$ cat src/design/alu_xf_pkg.sv
// Shared types and constants for the XNZVC integer ALU.
`default_nettype none

package alu_xf_pkg;

    localparam int CMD_W  = 5;
    localparam int SIZE_W = 2;
    localparam int DATA_W = 32;
    localparam int CCR_W  = 5;

    // Operation codes
    localparam logic [CMD_W-1:0] CMD_ADD    = 5'd0;
    localparam logic [CMD_W-1:0] CMD_SUB    = 5'd1;
    localparam logic [CMD_W-1:0] CMD_ADDX   = 5'd2;
    localparam logic [CMD_W-1:0] CMD_SUBX   = 5'd3;
    localparam logic [CMD_W-1:0] CMD_NEG    = 5'd4;
    localparam logic [CMD_W-1:0] CMD_NEGX   = 5'd5;
    localparam logic [CMD_W-1:0] CMD_AND    = 5'd6;
    localparam logic [CMD_W-1:0] CMD_OR     = 5'd7;
    localparam logic [CMD_W-1:0] CMD_EOR    = 5'd8;
    localparam logic [CMD_W-1:0] CMD_NOT    = 5'd9;
    localparam logic [CMD_W-1:0] CMD_CLR    = 5'd10;
    localparam logic [CMD_W-1:0] CMD_ADDA   = 5'd11;
    localparam logic [CMD_W-1:0] CMD_SUBA   = 5'd12;
    localparam logic [CMD_W-1:0] CMD_EXTW   = 5'd13;
    localparam logic [CMD_W-1:0] CMD_EXTL   = 5'd14;
    localparam logic [CMD_W-1:0] CMD_EXTB   = 5'd15;
    localparam logic [CMD_W-1:0] CMD_SWAP   = 5'd16;
    localparam logic [CMD_W-1:0] CMD_ORCCR  = 5'd17;
    localparam logic [CMD_W-1:0] CMD_ANDCCR = 5'd18;
    localparam logic [CMD_W-1:0] CMD_EORCCR = 5'd19;

    // Operand size codes; the unused code behaves as long
    localparam logic [SIZE_W-1:0] OPSZ_BYTE = 2'd0;
    localparam logic [SIZE_W-1:0] OPSZ_WORD = 2'd1;
    localparam logic [SIZE_W-1:0] OPSZ_LONG = 2'd2;

    // Flag bit positions
    localparam int FLAG_X = 4;
    localparam int FLAG_N = 3;
    localparam int FLAG_Z = 2;
    localparam int FLAG_V = 1;
    localparam int FLAG_C = 0;

    localparam logic [DATA_W-1:0] MASK_BYTE = 32'h0000_00FF;
    localparam logic [DATA_W-1:0] MASK_WORD = 32'h0000_FFFF;
    localparam logic [DATA_W-1:0] MASK_LONG = 32'hFFFF_FFFF;
    localparam logic [DATA_W-1:0] SIGN_BYTE = 32'h0000_0080;
    localparam logic [DATA_W-1:0] SIGN_WORD = 32'h0000_8000;
    localparam logic [DATA_W-1:0] SIGN_LONG = 32'h8000_0000;

    typedef struct packed {
        logic [CMD_W-1:0]  cmd;
        logic [SIZE_W-1:0] size;
        logic [DATA_W-1:0] src;
        logic [DATA_W-1:0] dst;
        logic [CCR_W-1:0]  ccr;
    } alu_xf_op_t;

    typedef struct packed {
        logic [DATA_W-1:0] result;
        logic [CCR_W-1:0]  ccr;
        logic              writes_dest;
    } alu_xf_res_t;

endpackage

`default_nettype wire

$ cat src/design/alu_xf_core.sv
// Combinational datapath: one operation in, new destination and flags out.
`default_nettype none

module alu_xf_core (
    input  wire  alu_xf_pkg::alu_xf_op_t  op,
    output alu_xf_pkg::alu_xf_res_t       res
);
    import alu_xf_pkg::*;

    logic [DATA_W-1:0] mask;
    logic [DATA_W-1:0] sbit;
    logic              xin;

    // shared add/subtract unit
    logic [DATA_W-1:0] a_op;
    logic [DATA_W-1:0] b_op;
    logic              do_sub;
    logic              cin;
    logic [DATA_W-1:0] am;
    logic [DATA_W-1:0] bm;
    logic [DATA_W:0]   sum33;
    logic [DATA_W-1:0] ar;
    logic              ar_c;
    logic              ar_v;
    logic              ar_n;
    logic              ar_z;

    logic [DATA_W-1:0] lr;
    logic [DATA_W-1:0] addr_v;
    logic [15:0]       extw_w;
    logic [DATA_W-1:0] long_r;

    always_comb
    begin
        case (op.size)
            OPSZ_BYTE:
            begin
                mask = MASK_BYTE;
                sbit = SIGN_BYTE;
            end
            OPSZ_WORD:
            begin
                mask = MASK_WORD;
                sbit = SIGN_WORD;
            end
            default:
            begin
                mask = MASK_LONG;
                sbit = SIGN_LONG;
            end
        endcase
    end

    assign xin = op.ccr[FLAG_X];

    always_comb
    begin
        a_op   = op.dst;
        b_op   = op.src;
        do_sub = 1'b0;
        cin    = 1'b0;
        case (op.cmd)
            CMD_ADDX:
            begin
                cin = xin;
            end
            CMD_SUB:
            begin
                do_sub = 1'b1;
            end
            CMD_SUBX:
            begin
                do_sub = 1'b1;
                cin    = xin;
            end
            CMD_NEG:
            begin
                a_op   = '0;
                b_op   = op.dst;
                do_sub = 1'b1;
            end
            CMD_NEGX:
            begin
                a_op   = '0;
                b_op   = op.dst;
                do_sub = 1'b1;
                cin    = xin;
            end
            default:
            begin
                a_op = op.dst;
            end
        endcase
    end

    assign am = a_op & mask;
    assign bm = b_op & mask;

    always_comb
    begin
        if (do_sub)
            sum33 = {1'b0, am} - {1'b0, bm} - {{DATA_W{1'b0}}, cin};
        else
            sum33 = {1'b0, am} + {1'b0, bm} + {{DATA_W{1'b0}}, cin};
    end

    assign ar = sum33[DATA_W-1:0] & mask;

    // borrow always shows in the top bit; carry sits just above the operand size
    always_comb
    begin
        if (do_sub)
            ar_c = sum33[DATA_W];
        else
        begin
            case (op.size)
                OPSZ_BYTE: ar_c = sum33[8];
                OPSZ_WORD: ar_c = sum33[16];
                default:   ar_c = sum33[DATA_W];
            endcase
        end
    end

    always_comb
    begin
        if (do_sub)
            ar_v = |((am ^ bm) & (am ^ ar) & sbit);
        else
            ar_v = |(~(a_op ^ b_op) & (a_op ^ ar) & sbit);
    end

    assign ar_n = |(ar & sbit);
    assign ar_z = (ar == '0);

    always_comb
    begin
        case (op.cmd)
            CMD_AND: lr = op.dst & op.src;
            CMD_OR:  lr = op.dst | op.src;
            CMD_EOR: lr = op.dst ^ op.src;
            CMD_NOT: lr = ~op.dst;
            default: lr = '0;
        endcase
    end

    assign addr_v = (op.size == OPSZ_BYTE || op.size == OPSZ_WORD)
                  ? {{16{op.src[15]}}, op.src[15:0]} : op.src;
    assign extw_w = {{8{op.dst[7]}}, op.dst[7:0]};

    always_comb
    begin
        case (op.cmd)
            CMD_EXTL: long_r = {{16{op.dst[15]}}, op.dst[15:0]};
            CMD_EXTB: long_r = {{24{op.dst[7]}}, op.dst[7:0]};
            default:  long_r = {op.dst[15:0], op.dst[31:16]};
        endcase
    end

    always_comb
    begin
        res.result      = op.dst;
        res.ccr         = op.ccr;
        res.writes_dest = 1'b1;
        case (op.cmd)
            CMD_ADD, CMD_SUB, CMD_NEG:
            begin
                res.result = (op.dst & ~mask) | ar;
                res.ccr    = {ar_c, ar_n, ar_z, ar_v, ar_c};
            end
            CMD_ADDX, CMD_SUBX, CMD_NEGX:
            begin
                // Z only ever gets cleared
                res.result = (op.dst & ~mask) | ar;
                res.ccr    = {ar_c, ar_n, ar_z & op.ccr[FLAG_Z], ar_v, ar_c};
            end
            CMD_AND, CMD_OR, CMD_EOR, CMD_NOT, CMD_CLR:
            begin
                res.result = (op.dst & ~mask) | (lr & mask);
                res.ccr    = {xin, |(lr & sbit), ((lr & mask) == '0), 1'b0, 1'b0};
            end
            CMD_ADDA:
            begin
                res.result = op.dst + addr_v;
            end
            CMD_SUBA:
            begin
                res.result = op.dst - addr_v;
            end
            CMD_EXTW:
            begin
                res.result = {op.dst[31:16], extw_w};
                res.ccr    = {xin, extw_w[15], (extw_w == '0), 1'b0, 1'b0};
            end
            CMD_EXTL, CMD_EXTB, CMD_SWAP:
            begin
                res.result = long_r;
                res.ccr    = {xin, long_r[31], (long_r == '0), 1'b0, 1'b0};
            end
            CMD_ORCCR:
            begin
                res.ccr         = op.ccr | op.src[CCR_W-1:0];
                res.writes_dest = 1'b0;
            end
            CMD_ANDCCR:
            begin
                res.ccr         = op.ccr & op.src[CCR_W-1:0];
                res.writes_dest = 1'b0;
            end
            CMD_EORCCR:
            begin
                res.ccr         = op.ccr ^ op.src[CCR_W-1:0];
                res.writes_dest = 1'b0;
            end
            default:
            begin
                res.writes_dest = 1'b0;
            end
        endcase
    end

endmodule

`default_nettype wire

$ cat src/design/alu_with_extended_flags.sv
// Top level of the integer ALU with XNZVC condition codes.
// Takes one operation word per cycle and returns one result word per cycle
// while the result side does not stall; each word passes through an operand
// register, then the datapath, then a result register. Throughput is one word
// per clock while out_ready holds and is set by the single-pass datapath
// between those two registers; in_ready only drops while both registers hold
// words and the result side stalls.
// Byte and word add, subtract, negate and logic results keep the upper bits
// of dst; flag-only operations return dst unchanged with writes_dest low.
`default_nettype none

module alu_with_extended_flags (
    input  wire                               clk,
    input  wire                               rst_n,
    input  wire                               in_valid,
    output logic                              in_ready,
    input  wire  [alu_xf_pkg::CMD_W-1:0]      cmd,
    input  wire  [alu_xf_pkg::SIZE_W-1:0]     size,
    input  wire  [alu_xf_pkg::DATA_W-1:0]     src,
    input  wire  [alu_xf_pkg::DATA_W-1:0]     dst,
    input  wire  [alu_xf_pkg::CCR_W-1:0]      ccr_in,
    output logic                              out_valid,
    input  wire                               out_ready,
    output logic [alu_xf_pkg::DATA_W-1:0]     result,
    output logic [alu_xf_pkg::CCR_W-1:0]      ccr_out,
    output logic                              writes_dest
);
    import alu_xf_pkg::*;

    alu_xf_op_t  op_reg;
    logic        op_valid_reg;
    logic        op_valid_next;
    alu_xf_res_t res_reg;
    logic        res_valid_reg;
    logic        res_valid_next;
    alu_xf_res_t core_res;

    logic        in_take;
    logic        op_move;

    assign op_move  = op_valid_reg && (!res_valid_reg || out_ready);
    assign in_ready = !op_valid_reg || op_move;
    assign in_take  = in_valid && in_ready;

    assign op_valid_next  = in_take || (op_valid_reg && !op_move);
    assign res_valid_next = op_move || (res_valid_reg && !out_ready);

    alu_xf_core u_core (
        .op  (op_reg),
        .res (core_res)
    );

    always_ff @(posedge clk or negedge rst_n)
    begin
        if (!rst_n)
        begin
            op_valid_reg  <= 1'b0;
            res_valid_reg <= 1'b0;
        end
        else
        begin
            op_valid_reg  <= op_valid_next;
            res_valid_reg <= res_valid_next;
        end
    end

    always_ff @(posedge clk)
    begin
        if (in_take)
            op_reg <= '{cmd: cmd, size: size, src: src, dst: dst, ccr: ccr_in};
        if (op_move)
            res_reg <= core_res;
    end

    assign out_valid   = res_valid_reg;
    assign result      = res_reg.result;
    assign ccr_out     = res_reg.ccr;
    assign writes_dest = res_reg.writes_dest;

endmodule

`default_nettype wire

$ cat config.mk
export PLATFORM = sky130hd
export DESIGN_NAME = alu_with_extended_flags
export DESIGN_NICKNAME = d
export VERILOG_FILES = /design/src/design/alu_xf_pkg.sv /design/src/design/alu_xf_core.sv /design/src/design/alu_with_extended_flags.sv
export SDC_FILE = /design/constraint.sdc
export NUM_CORES = 1
export LEC_CHECK = 0
export BUFFER_PORTS_ARGS = -buffer_cell sky130_fd_sc_hd__buf_4
export CORE_MARGIN = 4
export CORE_UTILIZATION = 50
export CTS_BUF_LIST = sky130_fd_sc_hd__clkbuf_4
export CTS_CLUSTER_DIAMETER = 200
export CTS_CLUSTER_SIZE = 14
export DETAILED_ROUTE_END_ITERATION = 10
export GPL_ROUTABILITY_DRIVEN = 1
export HOLD_SLACK_MARGIN = 0.08
export PLACE_DENSITY = 0.71
export SLEW_MARGIN = 20
export SYNTH_ARGS = -nofsm -noshare
export SYNTH_HDL_FRONTEND = slang
export SYNTH_SLANG_ARGS = --single-unit
export TNS_END_PERCENT = 1
$ cat constraint.sdc
create_clock -name clk -period 7.11 [get_ports clk]
set_clock_uncertainty 0.1 [all_clocks]
set_input_delay 0.711 -clock clk [delete_from_list [all_inputs] [get_ports clk]]
set_output_delay 0.711 -clock clk [all_outputs]
set_load 0.05 [all_outputs]
==> results.txt <==
----------------------------------------------------
[CTS]
  TritonCTS Buffers ... 17
  Worst-case clock buffer depth ... 2
  Clock tree sinks ... 116
  Clock tree from TritonCTS ... yes
  CTS resizes ... 0
  Clock Root Buffer ... sky130_fd_sc_hd__clkbuf_4
  Clock latency on the worst-skew pair ... 670 ps
  Number of levels in the clock H-tree ... 4
  CTS clk-pin slew, worst paths ... roughly 150 ps

[Die]
  Site Rows ... 63
  Overall die area ... between 30,000 and 40,000 um^2
  Core region area ... 29,900 um^2
  Die Y ... 183 um
  Horizontal die dimension ... 183 um
  Top Ports ... 120
  Starting density of the core ... 0.512

[Drt]
  Per-cell routed wire length ... 24.1 um
  Number of DRC markers after the initial detailed-route iteration ... 2,500
  Via Count ... 16,200
  Remaining routing DRC violations ... 0
  Vias per cell ... 6.63
  Routed Antenna Nets ... 0
  First drt pass iteration count ... 6
  Total Routed Length ... approximately 59 mm

[STA]
  Final setup fails ... 0
  Pins over their slew limit ... 0
  Time the final worst path needs with I/O delays and setup ... 6110 ps
  Final-layout worst hold slack ... 136 ps
  Maximum clock frequency ... 164 MHz
  RSZ-0062 raised after global routing ... no
  Total count of hold-check failures in the final report ... 0
  Pin slew with the least headroom to its limit ... 1150 ps
  Setup_tns ... 0 ps
  Worst slew margin relative to its limit ... 0.230
  Fraction of the cycle the final worst path needs ... 0.860

[Hold path]
  Hold Startpoint ... src[13]
  Class of the worst hold path ... primary input to flip-flop

[Critical path]
  Top cell family by delay on the critical path ... compound AO/OA/AOI/OAI gates
  Critical Setup Path Class ... flip-flop to flip-flop
  Type of element capturing the critical path ... flip-flop
  Worst setup path startpoint ... op_reg[73]
  Worst Path Required ... about 7500 ps
  Critical path launch point type ... flip-flop
  CP arrival ... 6530 ps
  Crit-path cells ... nor4b_4, buf_4, o21ai_0, ha_1, nand2b_1, a2111oi_4, nor3_1, o21ai_0, a31oi_1, xor2_1, a32oi_1, nand4_1, nor4_1, nand4_1, nand2_1
  Worst R2R Start ... op_reg[73]
  Largest stage delay, worst path ... 740 ps
  Biggest fanout along the worst timing path ... 68
  Number of buffer and inverter instances along the worst setup path ... 1
  Worst path slowest cell ... sky130_fd_sc_hd__edfxtp_1

[Global routing]
  Routing usage on met3 ... 0.0702
  Number of antenna violations at the first check in global routing ... 2
  Vias in the first global route ... 14,900
  Maximum number of pins on one net before global-route repair ... 77
  Overflow left after global routing ... 0
  First-pass GRT wire length ... 88.4 mm
  Grt met1 use ... 0.492
  Met2 track utilization from global routing ... 0.498
  Most heavily used metal layer in global routing ... met2
  Combined global-route utilization of all metal layers ... 0.340

[Logic synthesis]
  Yosys warnings ... 0
  Synthesized area ... around 15,000 um^2
  Sequential area share after synthesis ... 0.227
  #FFs+latches synth ... roughly 120
  Dominant synthesized flop cell ... sky130_fd_sc_hd__edfxtp_1
  Synth async-reset ratio ... 0.0172
  Distinct cell type count of the synthesized netlist ... 80
  Count of mapped cells out of synthesis ... around 2,000
  Synthesized netlist net count ... 2,249
  Syn Area/Cell ... 7.78 um^2
  Post-synth EDFFs ... 114

[Place]
  Placement-stage cell area ... approximately 17,000 um^2
  HPWL after DPL ... 45.7 mm
  Placed cells ... between 2,000 and 2,500
  Final Wtd Congestion ... 1.01
  IO Port Bufs ... ~120

[Final layout]
  Max reg flops ... 76
  Number of nets in the layout ... 2,328
  Non-filler instance count after layout ... 2,451
  Fraction of final layout cells with drive strength greater than 1 ... 0.102
  Area growth, synth to finish ... 10.3%
  Final design instance area without fill ... 16,900 um^2

[Power and ir drop]
  Combinational share of power ... 0.525
  Clk pwr share ... 0.171
  NetSw ... 1.40 mW
  Leakage power total ... just over 7 nW
  Switching Share ... 0.466
  Internal power component ... around 1.6 mW
  Maximum vdd drop ... 0.000195 V
  Pwr/cell area ... 178 nW/um^2
  Reg power frac ... 0.303

[Run status]
  Run status ... complete, no violations

[Job]
  Number of max-cap violations ... 0

----------------------------------------------------
-- stage by stage --
stage | power [mW] | util | worst slack [ps]
after CTS | 2.97 | 0.565 | 1200
after floorplan | 1.98 | - | 1830
after global placement | 2.43 | 0.554 | 1230
after global routing | 3.18 | 0.565 | 686
final | 3.01 | 0.565 | 995
after detailed placement | 2.45 | 0.554 | 1210
-- cell type report --
type / count / area [um^2]
Fill cell: 2787 / 13000
Multi-Input combinational cell: 1596 / 10900
Clock inverter: 14 / 136
Tap cell: 390 / 488
Sequential cell: 116 / 3470
Inverter: 167 / 627
Timing Repair Buffer: 148 / 1120
Clock buffer: 18 / 135
Antenna cell: 2 / 5.00
-- layer usage --
| layer | up-vias | wire length (um) |
|---|---|---|
| met5 | - | 0 |
| met4 | 0 | 2850 |
| met3 | 187 | 6880 |
| met2 | 1115 | 24400 |
| met1 | 7561 | 24900 |
| li1 | 7386 | - |
-- synth_stat cells (16+ instances only) --
| library cell | n | area (um^2) |
|---|---|---|
| sky130_fd_sc_hd__o21ai_0 | 132 | 661 |
| sky130_fd_sc_hd__edfxtp_1 | 114 | 3420 |
| sky130_fd_sc_hd__xnor2_1 | 72 | 631 |
| sky130_fd_sc_hd__nor2b_1 | 16 | 100 |
| sky130_fd_sc_hd__inv_1 | 166 | 623 |
| sky130_fd_sc_hd__o211ai_1 | 31 | 233 |
| sky130_fd_sc_hd__nand4_1 | 31 | 194 |
| sky130_fd_sc_hd__a21oi_1 | 212 | 1060 |
| sky130_fd_sc_hd__xor2_1 | 25 | 219 |
| sky130_fd_sc_hd__a21o_1 | 45 | 338 |
| sky130_fd_sc_hd__nor2_1 | 137 | 514 |
| sky130_fd_sc_hd__o22ai_1 | 28 | 175 |
| sky130_fd_sc_hd__clkbuf_1 | 61 | 229 |
| sky130_fd_sc_hd__ha_1 | 197 | 2460 |
| sky130_fd_sc_hd__mux2i_1 | 35 | 350 |
| sky130_fd_sc_hd__nor4_1 | 18 | 113 |
| sky130_fd_sc_hd__and2_1 | 16 | 100 |
| sky130_fd_sc_hd__nand2_1 | 209 | 785 |
| sky130_fd_sc_hd__o221ai_1 | 16 | 140 |
| sky130_fd_sc_hd__nor3_1 | 65 | 325 |
| sky130_fd_sc_hd__nand3_1 | 38 | 190 |
| sky130_fd_sc_hd__a31oi_1 | 26 | 163 |
-- final timing paths --
kind / cells past startpoint / end / slack (ps)
worst max-delay path: 15 / ccr_out[2] / 1000
max in group asynchronous: 2 / op_valid_reg / 6500
worst min-delay path: 1 / op_reg[50] / 140
worst min register to register: 1 / out_valid / 400
worst max register to register: 15 / ccr_out[2] / 1000
min in group asynchronous: 2 / out_valid / 300
-- cell usage in the layout (no fill, tap or decap), types with 31 or more instances in the layout --
cell type / instances
sky130_fd_sc_hd__a21o_1: 45
sky130_fd_sc_hd__a21oi_1: 212
sky130_fd_sc_hd__buf_4: 143
sky130_fd_sc_hd__edfxtp_1: 114
sky130_fd_sc_hd__ha_1: 197
sky130_fd_sc_hd__inv_1: 166
sky130_fd_sc_hd__mux2i_1: 35
sky130_fd_sc_hd__nand2_1: 209
sky130_fd_sc_hd__nand3_1: 38
sky130_fd_sc_hd__nand4_1: 31
sky130_fd_sc_hd__nor2_1: 136
sky130_fd_sc_hd__nor3_1: 64
sky130_fd_sc_hd__o211ai_1: 31
sky130_fd_sc_hd__o21ai_0: 132
sky130_fd_sc_hd__xnor2_1: 72
-- kinds of logic after synthesis --
family                     after synthesis  share of synthesized area
DFF                                    116                      0.227
xor gates and xnor gates                97                     0.0555
buffers and inverters                  255                     0.0636
adders and majority gates              202                      0.168
and+or+nand+nor                        602                      0.185
AOI/OAI and AO/OA                      651                      0.272
muxes                                   44                     0.0295
-- repair_timing --
item | CTS | global route
hold buffers | 5 | 0
buffers inserted | 0 | 0
endpoints found under the hold margin | 6 | 0
-- power groups by stage --
stage / logic (mW) / registers (mW) / clock network (mW)
finish: 1.58 / 0.913 / 0.516
global route: 1.71 / 0.915 / 0.552
CTS: 1.54 / 0.906 / 0.525
detailed placement: 1.53 / 0.921 / 0
global placement: 1.51 / 0.920 / 0
floorplan: 1.01 / 0.967 / 0
Note: power is estimated with default switching activity, not from simulation.
